===== src/hw/rtl/ldr_pkg.sv =====
// ----------------------------------------------------------------------------
// ldr_pkg
// Shared constants and control types for the longest distinct run block.
// ----------------------------------------------------------------------------
`default_nettype none

package ldr_pkg;

    localparam int SYMBOL_BITS   = 10;
    localparam int POSITION_BITS = 16;
    // generation tag kept with each table entry; a wrap forces a clearing sweep
    localparam int EPOCH_BITS    = 8;
    localparam int RESULT_BITS   = 16;

    // control from the pipeline to the position table
    typedef struct packed {
        logic rd_en;    // request accepted: read the table at its symbol
        logic commit;   // request in the work stage moves on: write its entry
        logic seq_end;  // committed request closes its sequence
    } tbl_ctrl_t;

    // status from the position table
    typedef struct packed {
        logic busy;        // clearing sweep in progress
        logic epoch_last;  // next sequence end wraps the epoch
    } tbl_status_t;

endpackage

`default_nettype wire


===== src/hw/rtl/ldr_scan.sv =====
// ----------------------------------------------------------------------------
// ldr_scan
// Window state: position counter, current and best run, overflow flag.
// ----------------------------------------------------------------------------
`default_nettype none

module ldr_scan #(
    parameter int POSITION_BITS = ldr_pkg::POSITION_BITS
) (
    input  wire logic                            clk,
    input  wire logic                            rst_n,
    input  wire logic                            step,
    input  wire logic                            last,
    input  wire logic                            hit,
    input  wire logic [POSITION_BITS-1:0]        hit_pos,
    output logic      [POSITION_BITS-1:0]        position,
    output logic      [ldr_pkg::RESULT_BITS-1:0] current_run,
    output logic      [ldr_pkg::RESULT_BITS-1:0] best_run,
    output logic                                 overflow
);

    localparam int RUN_W = POSITION_BITS + 1;
    localparam int RES_W = ldr_pkg::RESULT_BITS;

    logic [POSITION_BITS-1:0] pos_reg;
    logic [POSITION_BITS-1:0] pos_next;
    logic [RUN_W-1:0]         run_reg;
    logic [RUN_W-1:0]         run_next;
    logic [RUN_W-1:0]         best_reg;
    logic [RUN_W-1:0]         best_next;
    logic                     ovf_reg;
    logic                     ovf_next;

    logic [POSITION_BITS-1:0] distance;
    logic                     repeat_hit;
    logic [RUN_W-1:0]         run_now;
    logic [RUN_W-1:0]         best_now;

    assign distance   = pos_reg - hit_pos;
    assign repeat_hit = hit && (distance != '0) && ({1'b0, distance} <= run_reg);

    always_comb
    begin
        if (repeat_hit)
        begin
            run_now = {1'b0, distance};
        end
        else if (!run_reg[POSITION_BITS])
        begin
            run_now = run_reg + 1'b1;
        end
        else
        begin
            run_now = run_reg;
        end
        best_now = (run_now > best_reg) ? run_now : best_reg;
    end

    always_comb
    begin
        pos_next  = pos_reg + 1'b1;
        ovf_next  = ovf_reg || (&pos_reg);
        run_next  = run_now;
        best_next = best_now;
        if (last)
        begin
            pos_next  = '0;
            ovf_next  = 1'b0;
            run_next  = '0;
            best_next = '0;
        end
    end

    always_ff @(posedge clk or negedge rst_n)
    begin
        if (!rst_n)
        begin
            pos_reg  <= '0;
            run_reg  <= '0;
            best_reg <= '0;
            ovf_reg  <= 1'b0;
        end
        else if (step)
        begin
            pos_reg  <= pos_next;
            run_reg  <= run_next;
            best_reg <= best_next;
            ovf_reg  <= ovf_next;
        end
    end

    assign position    = pos_reg;
    // clip to the result width
    assign current_run = (run_now > RUN_W'(17'h0FFFF)) ? {RES_W{1'b1}} : RES_W'(run_now);
    assign best_run    = (best_now > RUN_W'(17'h0FFFF)) ? {RES_W{1'b1}} : RES_W'(best_now);
    assign overflow    = ovf_reg;

endmodule

`default_nettype wire


===== config.mk =====
export PLATFORM = sky130hd
export DESIGN_NAME = ldr_scan
export DESIGN_NICKNAME = d
export VERILOG_FILES = /design/src/hw/rtl/ldr_pkg.sv /design/src/hw/rtl/ldr_scan.sv
export SDC_FILE = /design/constraint.sdc
export NUM_CORES = 1
export LEC_CHECK = 0
export BUFFER_PORTS_ARGS = -buffer_cell sky130_fd_sc_hd__buf_2
export CORE_MARGIN = 8
export CORE_UTILIZATION = 30
export CTS_CLUSTER_DIAMETER = 30
export DETAILED_ROUTE_END_ITERATION = 10
export PLACE_DENSITY = 0.49
export SKIP_CTS_REPAIR_TIMING = 1
export SLEW_MARGIN = 20
export SYNTH_ARGS = -nofsm -noshare
export SYNTH_HDL_FRONTEND = slang
export SYNTH_SLANG_ARGS = --single-unit
export TNS_END_PERCENT = 50

===== constraint.sdc =====
create_clock -name clk -period 9.9 [get_ports clk]
set_clock_uncertainty 0.1 [all_clocks]
set_input_delay 1.98 -clock clk [delete_from_list [all_inputs] [get_ports clk]]
set_output_delay 1.98 -clock clk [all_outputs]
set_load 0.005 [all_outputs]

### Word level (Yosys, flattened, before mapping)

Cells that the tools add are included.

* register bits after elaboration: 51
* input bits: 21
* output and inout bits: 49
* word-level logic and storage cells: 25

* add/subtract/negate cells: 3
* order comparisons: 4
* muxes and demuxes: 9
* reduce and logical (&&, ||, !) cells: 5

Operator list (count)
* $mux 17: 5
* $mux 16: 3
* $gt 17x16->1 const B: 2
* $add 17x1->17 const B: 1
* $gt 17x17->1: 1
* $le 16x17->1: 1
* $add 16x1->16 const B: 1
* $reduce_and 16->1: 1
* $reduce_bool 16->1: 1
* $sub 16x16->16: 1
* $logic_and 1x1->1: 2
* $logic_or 1x1->1: 1
* $mux 1: 1

### Depth between registers and ports, before layout

Gate-level depths: netlist of the first run.

* depth in word-level cells: 9
* gate-level depth with buffers: 33
* gate-level depth less buffers: 30

### Least setup slack after synthesis of the first run

Ideal clock, no wire load.

* path kind: input to output
* start: in hit_pos[0]
* end: out best_run[0] (netlist bit)
* arrival time: 7.985 ns
* data required time: 7.820 ns
* path slack: -0.165 ns
* cell stages on the path: 31
* buffers on the path: 4
* cell sequence: ha_1 > inv_1 > fa_1 > a21o_1 > a221oi_4 > o21ai_1 > a41oi_2 > xor2_1 > inv_1 > ha_1 > a21o_1 > a21oi_1 > nor2_1 > a211o_1 > o221ai_1 > nand2_1 > o21bai_2 > buf_6 > buf_6 > mux2i_1 > inv_1 > ha_1 > or4_1 > a221oi_1 > o21ai_0 > nor4b_1 > a21oi_1 > clkbuf_1 > buf_1 > nand2_1 > o211ai_1

* word-level cells in the longest chain between the ends: 9
* elaborated cells between the ends (all ways): 10
* those cells by class: add/sub (1); order compare (3); mux (3); reduce/logical (3)

RTL lines
* from (decl): line ldr_scan.sv:15 `input wire logic [POSITION_BITS-1:0] hit_pos,`
* $sub 16x16->16 *: line ldr_scan.sv:39 `assign distance = pos_reg - hit_pos;`
* branches (longest 3 deep; another with $le 16x17->1)
* $mux 17 *: line ldr_scan.sv:44 `if (repeat_hit)`
* $gt 17x17->1: line ldr_scan.sv:56 `best_now = (run_now > best_reg) ? run_now : best_reg;`
* $mux 17 *: line ldr_scan.sv:56
* $gt 17x16->1: line ldr_scan.sv:95 `assign best_run = (best_now > RUN_W'(17'h0FFFF)) ? {RES_W{1'b1}} : RES_W'(best_now);`
* $mux 16 *: line ldr_scan.sv:95
* to (decl): line ldr_scan.sv:18 `output logic [ldr_pkg::RESULT_BITS-1:0] best_run,`

Mark *: on every way between the ends.

### Worst setup path after layout of the first run

* start: in hit_pos[0]
* end: out best_run[6] (netlist bit)

The elaborated chain is that of the path after synthesis.

==> load_flow_metrics.sql, run 1 <==
INSERT INTO impl_metrics (metric_group, metric, value, unit) VALUES
('power', 'peak_vdd_ir', '0.0909', 'mV'),
('cts', 'cts_root_buf', 'clkbuf_16', ''),
('route', 'drc_errors', '0', ''),
('yosys', 'mappedNetlistArea', '4900', 'um2'),
('floorplan', 'die_width', '144', 'um'),
('cells_and_area', 'drive_above_1_share', '28.4', '%'),
('sta', 'finalWorstSetupSlack', '244', 'ps'),
('sta', 'final.min_clock_period', '9660', 'ps'),
('global_routing', 'grt_pass1_wl', '25700', 'um'),
('worst_hold_path', 'worstHoldPathType', 'reg -> reg', ''),
('yosys', 'synth-edff-count', '0', ''),
('critical_path', 'critPathMaxFanout', '6', ''),
('yosys', 'syn-mean-instance-area', '7.91', 'um2'),
('sta', 'timing_worst_slew_pin_value', '953', 'ps'),
('critical_path', 'r2r_cells', '30', ''),
('cells_and_area', 'design.final.nets', '813', ''),
('outcome', 'run_status', 'complete, no violations', ''),
('yosys', 'postSynthRegisterBits', '51', ''),
('global_routing', 'grt_max_degree', '52', ''),
('critical_path', 'cp-start-kind', 'primary input', ''),
('cells_and_area', 'syn2layout_area_growth', '30.7', '%'),
('cts', 'worstSkewPairLatency', '320', 'ps'),
('cts', 'clock_tree_from_tritoncts', 'yes', ''),
('floorplan', 'fp-row-count', '46', ''),
('sta', 'timing.setup.tns', '0', 'ps'),
('route', 'vias_after_detailed_routing', '4933', ''),
('critical_path', 'timing.critical_path.slowest_stage_cell', 'or4_4', ''),
('critical_path', 'setup.worst_path.class', 'in -> out', ''),
('yosys', 'yosys_warnings', '0', ''),
('route', 'initialDrtViolationCount', '261', ''),
('floorplan', 'ioPinCount', '70', ''),
('cts', 'cts-buffers-inserted', '5', ''),
('place', 'dpl.hpwl', '12800', 'um'),
('yosys', 'netlist_instances', '620', ''),
('floorplan', 'die_h', '144', 'um'),
('sta', 'post-route-period-util', '97.5', '%'),
('place', 'routabilityCongestion', '0.921', ''),
('yosys', 'synth.most_common_cell', 'inv_1', ''),
('cts', 'cts.htree.levels', '2', ''),
('global_routing', 'globalRouteTotalUtil', '15.7', '%'),
('route', 'drt.antenna.violating_nets', '0', ''),
('place', 'buffer_ports.inserted', '69', ''),
('worst_hold_path', 'whs_path_depth', '2', ''),
('critical_path', 'worst_r2r_startpoint', 'position[0]', ''),
('yosys', 'synthesis.nets', '692', ''),
('sta', 'timing.slew.headroom', '36.3', '%'),
('cells_and_area', 'n_antenna_cell', '0', ''),
('yosys', 'yosysSeqAreaShare', '26.0', '%'),
('floorplan', 'start_util', '30.7', '%'),
('sta', 'setup_viol', '0', ''),
('power', 'total_power_per_unit_cell_area', '185', 'nW/um2'),
('critical_path', 'worst_ep_arrival_time', '7580', 'ps'),
('floorplan', 'core_area', '15900', 'um2'),
('cells_and_area', 'final.fill_count', '1663', ''),
('yosys', 'ys_dominant_reg_cell', 'dfrtp_1', ''),
('cts', 'cts.reportedPaths.clkPinSlew', '80', 'ps'),
('yosys', 'post_synth_cell_types', '66', ''),
('route', 'wl', '16400', 'um'),
('yosys', 'synth.largest_area_cell', 'dfrtp_1', ''),
('yosys', 'synth_top_cells_by_count', '77 x inv_1, 76 x nand2_1, 51 x dfrtp_1, 50 x ha_1, 49 x nor2_1', ''),
('yosys', 'cell_types_occupying_the_most_area_after_synthesis', 'dfrtp_1 26%, ha_1 13%, inv_1 5.9%', ''),
('worst_hold_path', 'hold_end', 'best_reg[2]', ''),
('critical_path', 'timing.critical_path.slowest_cell_delay', '550', 'ps'),
('power', 'p_leak', '0.00318', 'uW'),
('route', 'firstDrtPassIters', '4', ''),
('sta', 'maxClockFrequency', '104', 'MHz'),
('critical_path', 'endpoint_of_the_most_critical_register_to_register_path', 'best_reg[6]', ''),
('yosys', 'postSynth.asyncResetShare', '100', '%'),
('cts', 'buffers_from_clock_root_to_sink_at_most', '2', ''),
('floorplan', 'die_area', '20700', 'um2'),
('worst_hold_path', 'min_from', 'best_reg[2]', '');
[cells by family (layout without fill, tap and decap cells)]
logic type	Yosys count	in the layout	share of synthesized area [%]
AOI/OAI and AO/OA	151	152	21.1
and+or+nand+nor	207	207	20.7
buffers and inverters	104	225	8.40
adders and majority gates	51	51	13.2
DFF	51	51	26.0
muxes	19	19	4.03
xor gates and xnor gates	37	37	6.61
[metrics by stage]
step | cell area (um2) | total power (uW) | hold WS [ps] | instances
after floorplan | 4910 | 630 | 350 | 620
after global placement | 5840 | 869 | 372 | 937
after detailed placement | 5840 | 880 | 384 | 937
after CTS | 5990 | 1080 | 400 | 945
after global routing | 6400 | 1270 | 423 | 958
final | 6400 | 1180 | 399 | 958
[worst max path at each step]
stage | from | endpoint | slack [ps] | depth (start not counted)
finish | hit_pos[0] | best_run[6] | 240 | 29
detailed placement | hit_pos[0] | best_run[2] | -310 | 31
floorplan | hit_pos[0] | best_run[6] | -70 | 31
global placement | hit_pos[0] | best_run[2] | -230 | 31
CTS | hit_pos[0] | best_run[2] | -340 | 31
global route | hit_pos[0] | best_run[4] | -40 | 32
[critical path: cells and delay by family]
family,cells,cell delay [ps]
and+or+nand+nor,4,1150
adders and majority gates,4,920
AOI/OAI and AO/OA,13,2590
buffers and inverters,6,510
muxes,1,240
xor gates and xnor gates,1,180
[routing by layer]
| metal | track usage [%] | routed length, um |
|---|---|---|
| met2 | 25.4 | 7570 |
| met3 | 2.99 | 937 |
| met4 | 4.21 | 236 |
| met1 | 20.7 | 7700 |
| met5 | 0 | 0 |
[placed cells by master, fill, tap and decap left out, types with 7 or more instances in the layout]
| cell | count |
|---|---|
| o21ai_0 | 27 |
| buf_4 | 65 |
| and4_1 | 7 |
| xor2_1 | 15 |
| nand3_1 | 16 |
| dfrtp_1 | 51 |
| a21o_1 | 7 |
| mux2i_1 | 10 |
| nand2_1 | 73 |
| nor2_1 | 44 |
| nand4_1 | 8 |
| and3_1 | 7 |
| a21oi_2 | 7 |
| o22ai_1 | 18 |
| nor2b_1 | 7 |
| a31oi_1 | 7 |
| a21oi_1 | 19 |
| nor3_1 | 10 |
| inv_1 | 74 |
| o211ai_1 | 19 |
| o21a_1 | 8 |
| ha_1 | 44 |
| xnor2_1 | 21 |
| buf_2 | 68 |
[power by group]
group / internal (uW) / total, uW / switching [uW]
logic: 333 / 729 / 396
registers: 236 / 263 / 27.6
clock network: 95.2 / 191 / 96.0
total: 664 / 1180 / 520
[cell type report]
| class | count | area (um2) | share of cell area (%) |
|---|---|---|---|
| clock inverter | 3 | 25.0 | 0.391 |
| inverter | 78 | 293 | 4.57 |
| multi-input combinational | 466 | 3510 | 54.8 |
| timing repair buffer | 139 | 905 | 14.1 |
| clock buffer | 5 | 125 | 1.95 |
| tap | 216 | 270 | 4.22 |
| sequential | 51 | 1280 | 19.9 |
Note: power is estimated with default switching activity, not from simulation.
==> inputs of run 2 (changes only) <==
ABC_AREA = 1   (was unset)
CTS_BUF_LIST = sky130_fd_sc_hd__clkbuf_4   (was unset)
==> load_flow_metrics.sql, run 2 <==
INSERT INTO impl_metrics (metric_group, metric, value, unit) VALUES
('sta', 'final_max_slew_viol_count', '0', ''),
('cts', 'cts.htree.levels', '2', ''),
('cells_and_area', 'syn2layout_area_growth', '12.6', '%'),
('yosys', 'ys_dominant_reg_cell', 'dfrtp_1', ''),
('critical_path', 'endpoint_of_the_most_critical_register_to_register_path', 'best_reg[12]', ''),
('sta', 'final-hold-violation-count', '0', ''),
('sta', 'final.min_clock_period', '9460', 'ps'),
('worst_hold_path', 'whs_path_depth', '2', ''),
('global_routing', 'antenna_violations_before_repair', '1', ''),
('cells_and_area', 'most-common-layout-cells', '276 x nand2_1, 127 x inv_1, 97 x nand3_1', ''),
('place', 'dpl.hpwl', '12600', 'um'),
('cts', 'cts_root_buf', 'clkbuf_4', ''),
('yosys', 'netlist_instances', '807', ''),
('sta', 'timing.slew.headroom', '40.4', '%'),
('cts', 'cts-buffers-inserted', '5', ''),
('floorplan', 'die_area', '21400', 'um2'),
('worst_hold_path', 'worstHoldPathType', 'reg -> reg', ''),
('route', 'vias_per_cell', '4.71', ''),
('critical_path', 'setup.worst_path.class', 'in -> out', ''),
('route', 'wire_per_inst', '14.1', 'um'),
('cells_and_area', 'utilization', '34.6', '%'),
('power', 'peak_vdd_ir', '0.0700', 'mV'),
('route', 'vias_after_detailed_routing', '5152', ''),
('route', 'firstDrtPassIters', '7', ''),
('critical_path', 'timing.critical_path.slowest_stage_cell', 'fa_1', ''),
('route', 'drt.antenna.violating_nets', '0', ''),
('cells_and_area', 'design.final.nets', '945', ''),
('floorplan', 'core_area', '16600', 'um2'),
('critical_path', 'critPathMaxFanout', '26', ''),
('cells_and_area', 'drive_above_1_share', '12.5', '%'),
('sta', 'maxClockFrequency', '106', 'MHz'),
('cts', 'clock_tree_from_tritoncts', 'yes', ''),
('critical_path', 'r2r_cells', '32', ''),
('place', 'post-place-cells', '1083', ''),
('critical_path', 'setup.reg_to_reg.worst_slack', '3980', 'ps'),
('yosys', 'synth_largest_type_area_fraction', '25.0', '%'),
('place', 'buffer_ports.inserted', '69', ''),
('critical_path', 'critPathCaptureType', 'output port', ''),
('yosys', 'yosys_warnings', '0', ''),
('floorplan', 'fp-row-count', '47', ''),
('critical_path', 'worst_ep_arrival_time', '7380', 'ps'),
('cts', 'cts.reportedPaths.clkPinSlew', '200', 'ps'),
('sta', 'timing.setup.tns', '0', 'ps'),
('cts', 'worstSkewPairLatency', '440', 'ps'),
('global_routing', 'grt_pass1_vias', '5107', ''),
('yosys', 'synth-edff-count', '0', ''),
('yosys', 'yosysSeqAreaShare', '25.0', '%'),
('yosys', 'synth.most_common_cell', 'nand2_1', ''),
('yosys', 'postSynth.asyncResetShare', '100', '%'),
('cts', 'numClockSinks', '51', ''),
('route', 'wl', '15500', 'um'),
('outcome', 'run_status', 'complete, no violations', ''),
('place', 'routabilityCongestion', '0.844', ''),
('floorplan', 'die_h', '146', 'um'),
('floorplan', 'ioPinCount', '70', ''),
('sta', 'post-route-period-util', '95.6', '%'),
('cells_and_area', 'fin_cells', '1095', ''),
('worst_hold_path', 'hold_end', 'best_reg[8]', ''),
('critical_path', 'crit_path_frequent_cell', 'nand2_1', ''),
('yosys', 'synth.largest_area_cell', 'dfrtp_1', ''),
('yosys', 'mappedNetlistArea', '5100', 'um2'),
('cts', 'buffers_from_clock_root_to_sink_at_most', '2', ''),
('critical_path', 'critical_path_required', '7820', 'ps'),
('yosys', 'syn-mean-instance-area', '6.32', 'um2'),
('critical_path', 'timing.critical_path.slowest_cell_delay', '460', 'ps'),
('floorplan', 'die_width', '146', 'um'),
('yosys', 'post_synth_cell_types', '44', ''),
('yosys', 'postSynthRegisterBits', '51', ''),
('floorplan', 'start_util', '30.7', '%'),
('sta', 'rsz_0062_raised_after_global_routing', 'no', ''),
('yosys', 'cell_types_occupying_the_most_area_after_synthesis', 'dfrtp_1 25%, nand2_1 20%, ha_1 12%', ''),
('route', 'drc_errors', '0', ''),
('global_routing', 'congestion_overflow_gr', '0', ''),
('critical_path', 'worst_r2r_startpoint', 'position[0]', ''),
('worst_hold_path', 'min_from', 'best_reg[8]', ''),
('power', 'total_power_per_unit_cell_area', '176', 'nW/um2'),
('global_routing', 'grt_max_degree', '52', ''),
('critical_path', 'cp-start-kind', 'primary input', ''),
('cells_and_area', 'layout.cells.most_common', 'nand2_1', ''),
('yosys', 'synthesis.nets', '879', ''),
('power', 'p_leak', '0.00342', 'uW'),
('global_routing', 'globalRouteTotalUtil', '14.5', '%'),
('route', 'initialDrtViolationCount', '286', ''),
('run', 'cap_viol_max_count', '0', ''),
('sta', 'setup_viol', '0', ''),
('yosys', 'synth_top_cells_by_count', '276 x nand2_1, 127 x inv_1, 97 x nand3_1, 51 x dfrtp_1, 50 x ha_1', ''),
('global_routing', 'grt_pass1_wl', '25400', 'um'),
('sta', 'timing_worst_slew_pin_value', '893', 'ps');
==> run 2: area by class of cell <==
class                   count  area, um2
repair buffers             76        398
multi-input cells         605       3220
fillers                  1913      10800
inverters                 134        503
well taps                 220        275
diodes                      1       2.50
clock buffers               5       37.5
flip-flops and latches     51       1280
clock inverters             3       26.3
==> run 2: logic make-up (layout without fill, tap and decap cells) <==
family / after synthesis / after routing / synth area share (%)
other: 0 / 1 / 0
buffers and inverters: 151 / 218 / 11.9
flip-flops: 51 / 51 / 25.0
AND/OR/NAND/NOR: 461 / 461 / 38.8
AO/OA/AOI/OAI: 75 / 75 / 8.54
XOR/XNOR: 18 / 18 / 3.09
adder cells (fa/ha/maj): 51 / 51 / 12.7
==> run 2: layer usage <==
metal | vias up | track usage, % | wire length, um | part of all wire, %
li1 | 2704 | - | - | -
met1 | 2336 | 19.0 | 7550 | 49
met2 | 102 | 24.2 | 7150 | 46
met3 | 10 | 2.22 | 618 | 4.0
met4 | 0 | 3.71 | 184 | 1.2
met5 | - | 0 | 0 | 0
==> run 2: worst max path at each step <==
stage                     from            to  slack [ps]  depth (start not counted)
global route        hit_pos[0]  best_run[11]          40                         34
detailed placement  hit_pos[0]  best_run[11]         460                         33
CTS                 hit_pos[0]  best_run[11]         430                         33
finish              hit_pos[0]  best_run[12]         440                         33
global placement    hit_pos[0]   best_run[0]         630                         35
floorplan           hit_pos[0]   best_run[5]        1570                         32
==> run 2: power by group <==
group | switching [uW] | leakage (uW) | internal (uW) | total [uW]
Combinational | 391 | 0.00269 | 237 | 628
Clock | 88.9 | 0.0000362 | 30.2 | 119
Sequential | 24.6 | 0.000691 | 239 | 264
==> run 2: critical path: cells and delay by family <==
kind | cells | cell delay (ps)
AOI/OAI and AO/OA | 6 | 1280
and+or+nand+nor | 17 | 2010
buffers and inverters | 6 | 840
adders and majority gates | 4 | 1220
==> run 2: per-stage QoR <==
| stage | power (uW) | area (um2) | setup WS, ps | hold slack [ps] |
|---|---|---|---|---|
| detailed placement | 901 | 5650 | 460 | 367 |
| global route | 1110 | 5740 | 36.4 | 431 |
| CTS | 1030 | 5710 | 435 | 410 |
| global placement | 900 | 5650 | 634 | 364 |
| floorplan | 681 | 5100 | 1570 | 349 |
| finish | 1010 | 5740 | 436 | 405 |
==> inputs of run 3 (changes only) <==
MAX_ROUTING_LAYER = met4   (was unset)
PLACE_DENSITY = 0.47   (was 0.49)
clock period = 9.2 ns   (was 9.9 ns; I/O delays follow)
==> load_flow_metrics.sql, run 3 (synthesis results as in run 2) <==
INSERT INTO impl_metrics (metric_group, metric, value, unit) VALUES
('route', 'wl', '16300', 'um'),
('worst_hold_path', 'min_from', 'best_reg[6]', ''),
('sta', 'setup_viol', '0', ''),
('sta', 'timing_worst_slew_pin_value', '944', 'ps'),
('sta', 'timing.slew.headroom', '37.0', '%'),
('sta', 'timing.setup.tns', '0', 'ps'),
('global_routing', 'congestion_overflow_gr', '0', ''),
('global_routing', 'grt_max_degree', '52', ''),
('power', 'p_leak', '0.00345', 'uW'),
('place', 'dp_slack', '114', 'ps'),
('route', 'routed.top_layer', 'met4', ''),
('cts', 'cts.htree.levels', '2', ''),
('cells_and_area', 'drive_above_1_share', '14.2', '%'),
('power', 'clockPowerShare', '11.5', '%'),
('cells_and_area', 'layout.cells.most_common', 'nand2_1', ''),
('floorplan', 'start_util', '30.7', '%'),
('power', 'switchingPower', '561', 'uW'),
('route', 'met3_wirelength', '433', 'um'),
('cells_and_area', 'utilization', '35.2', '%'),
('route', 'initialDrtViolationCount', '330', ''),
('route', 'firstDrtPassIters', '6', ''),
('sta', 'final-hold-violation-count', '0', ''),
('critical_path', 'critPathMaxFanout', '17', ''),
('route', 'vias_per_cell', '4.68', ''),
('critical_path', 'worst_ep_arrival_time', '6730', 'ps'),
('place', 'dpl_cell_area', '5670', 'um2'),
('place', 'routabilityCongestion', '0.846', ''),
('floorplan', 'die_area', '21400', 'um2'),
('power', 'total_power_per_unit_cell_area', '192', 'nW/um2'),
('critical_path', 'timing.critical_path.slowest_stage_cell', 'fa_2', ''),
('power', 'p_seq_share', '25.4', '%'),
('sta', 'maxClockFrequency', '115', 'MHz'),
('power', 'power_switching_share', '50.1', '%'),
('route', 'met2RoutedLength', '7370', 'um'),
('global_routing', 'grt_pass1_vias', '5132', ''),
('global_routing', 'globalRouteTotalUtil', '15.7', '%'),
('route', 'wire_per_inst', '14.7', 'um'),
('floorplan', 'ioPinCount', '70', ''),
('sta', 'post-route-period-util', '94.3', '%'),
('cts', 'buffers_from_clock_root_to_sink_at_most', '2', ''),
('outcome', 'run_status', 'complete, no violations', ''),
('worst_hold_path', 'hold_end', 'best_reg[6]', ''),
('route', 'vias_after_detailed_routing', '5169', ''),
('worst_hold_path', 'whs_path_depth', '2', ''),
('place', 'dpl.hpwl', '12800', 'um'),
('sta', 'hold-worst-slack', '407', 'ps'),
('floorplan', 'fp-row-count', '47', ''),
('critical_path', 'worst_r2r_startpoint', 'position[0]', ''),
('cts', 'cts_root_buf', 'clkbuf_4', ''),
('sta', 'final.min_clock_period', '8670', 'ps'),
('critical_path', 'cp-start-kind', 'primary input', ''),
('critical_path', 'critical_path_required', '7260', 'ps'),
('power', 'power.share.combinational', '63.1', '%'),
('floorplan', 'core_area', '16600', 'um2'),
('floorplan', 'die_width', '146', 'um'),
('route', 'drc_errors', '0', ''),
('critical_path', 'timing.critical_path.slowest_cell_delay', '450', 'ps'),
('cells_and_area', 'design_area', '5830', 'um2'),
('cts', 'worstSkewPairLatency', '460', 'ps'),
('sta', 'finalWorstSetupSlack', '529', 'ps'),
('place', 'buffer_ports.inserted', '69', ''),
('worst_hold_path', 'worstHoldPathType', 'reg -> reg', ''),
('cts', 'numClockSinks', '51', ''),
('critical_path', 'crit_path_frequent_cell', 'nand2_1', ''),
('floorplan', 'die_h', '146', 'um'),
('sta', 'rsz_0062_raised_after_global_routing', 'no', ''),
('critical_path', 'endpoint_of_the_most_critical_register_to_register_path', 'best_reg[13]', ''),
('critical_path', 'critPathCaptureType', 'output port', ''),
('cts', 'cts-buffers-inserted', '5', ''),
('cells_and_area', 'design.final.nets', '954', ''),
('power', 'peak_vdd_ir', '0.0808', 'mV'),
('cts', 'cts.reportedPaths.clkPinSlew', '200', 'ps'),
('critical_path', 'r2r_cells', '32', ''),
('route', 'drt.antenna.violating_nets', '0', ''),
('cells_and_area', 'most-common-layout-cells', '273 x nand2_1, 127 x inv_1, 97 x nand3_1', ''),
('route', 'wl_met1', '8210', 'um'),
('run', 'cap_viol_max_count', '0', ''),
('sta', 'final_max_slew_viol_count', '0', ''),
('cts', 'clock_tree_from_tritoncts', 'yes', ''),
('critical_path', 'setup.worst_path.class', 'in -> out', ''),
('global_routing', 'antenna_violations_before_repair', '1', ''),
('cells_and_area', 'syn2layout_area_growth', '14.4', '%'),
('critical_path', 'setup.reg_to_reg.worst_slack', '3830', 'ps'),
('global_routing', 'grt_pass1_wl', '26400', 'um'),
('power', 'internal_power', '559', 'uW');
run 3: worst max-delay path by stage:
stage	from	endpoint	slack (ps)	cells after the start
CTS	hit_pos[0]	best_run[8]	90	32
global route	hit_pos[0]	best_run[0]	7	35
finish	hit_pos[0]	best_run[8]	530	33
detailed placement	hit_pos[0]	best_run[8]	110	32
floorplan	hit_pos[0]	best_run[5]	1150	32
global placement	hit_pos[0]	best_run[8]	120	32
run 3: per-stage QoR:
stage	instances	power, uW
floorplan	807	733
global placement	1086	980
detailed placement	1086	979
CTS	1094	1110
global route	1104	1240
finish	1104	1120
run 3: cell type report:
class	count	area, um2
Sequential cell	51	1280
Multi-Input combinational cell	606	3260
Antenna cell	1	2.50
Timing Repair Buffer	84	458
Inverter	134	508
Fill cell	1902	10700
Clock inverter	3	20.0
Clock buffer	5	37.5
Tap cell	220	275
run 3: power groups by stage:
stage	sequential, uW	combinational, uW	clock, uW
final	285	707	128
after global routing	290	815	140
after CTS	284	694	133
after detailed placement	288	691	0
after global placement	289	691	0
after floorplan	282	451	0
run 3: routing by layer:
layer | global-route usage, % | vias up
li1 | - | 2719
met1 | 20.6 | 2344
met2 | 24.7 | 92
met3 | 1.64 | 14
met4 | 5.26 | 0
met5 | - | -
run 3: critical path: cells and delay by family:
kind                       cells  cell delay, ps
adders and majority gates      4            1190
buffers and inverters          5             660
and+or+nand+nor               19            2030
AOI/OAI and AO/OA              5             990
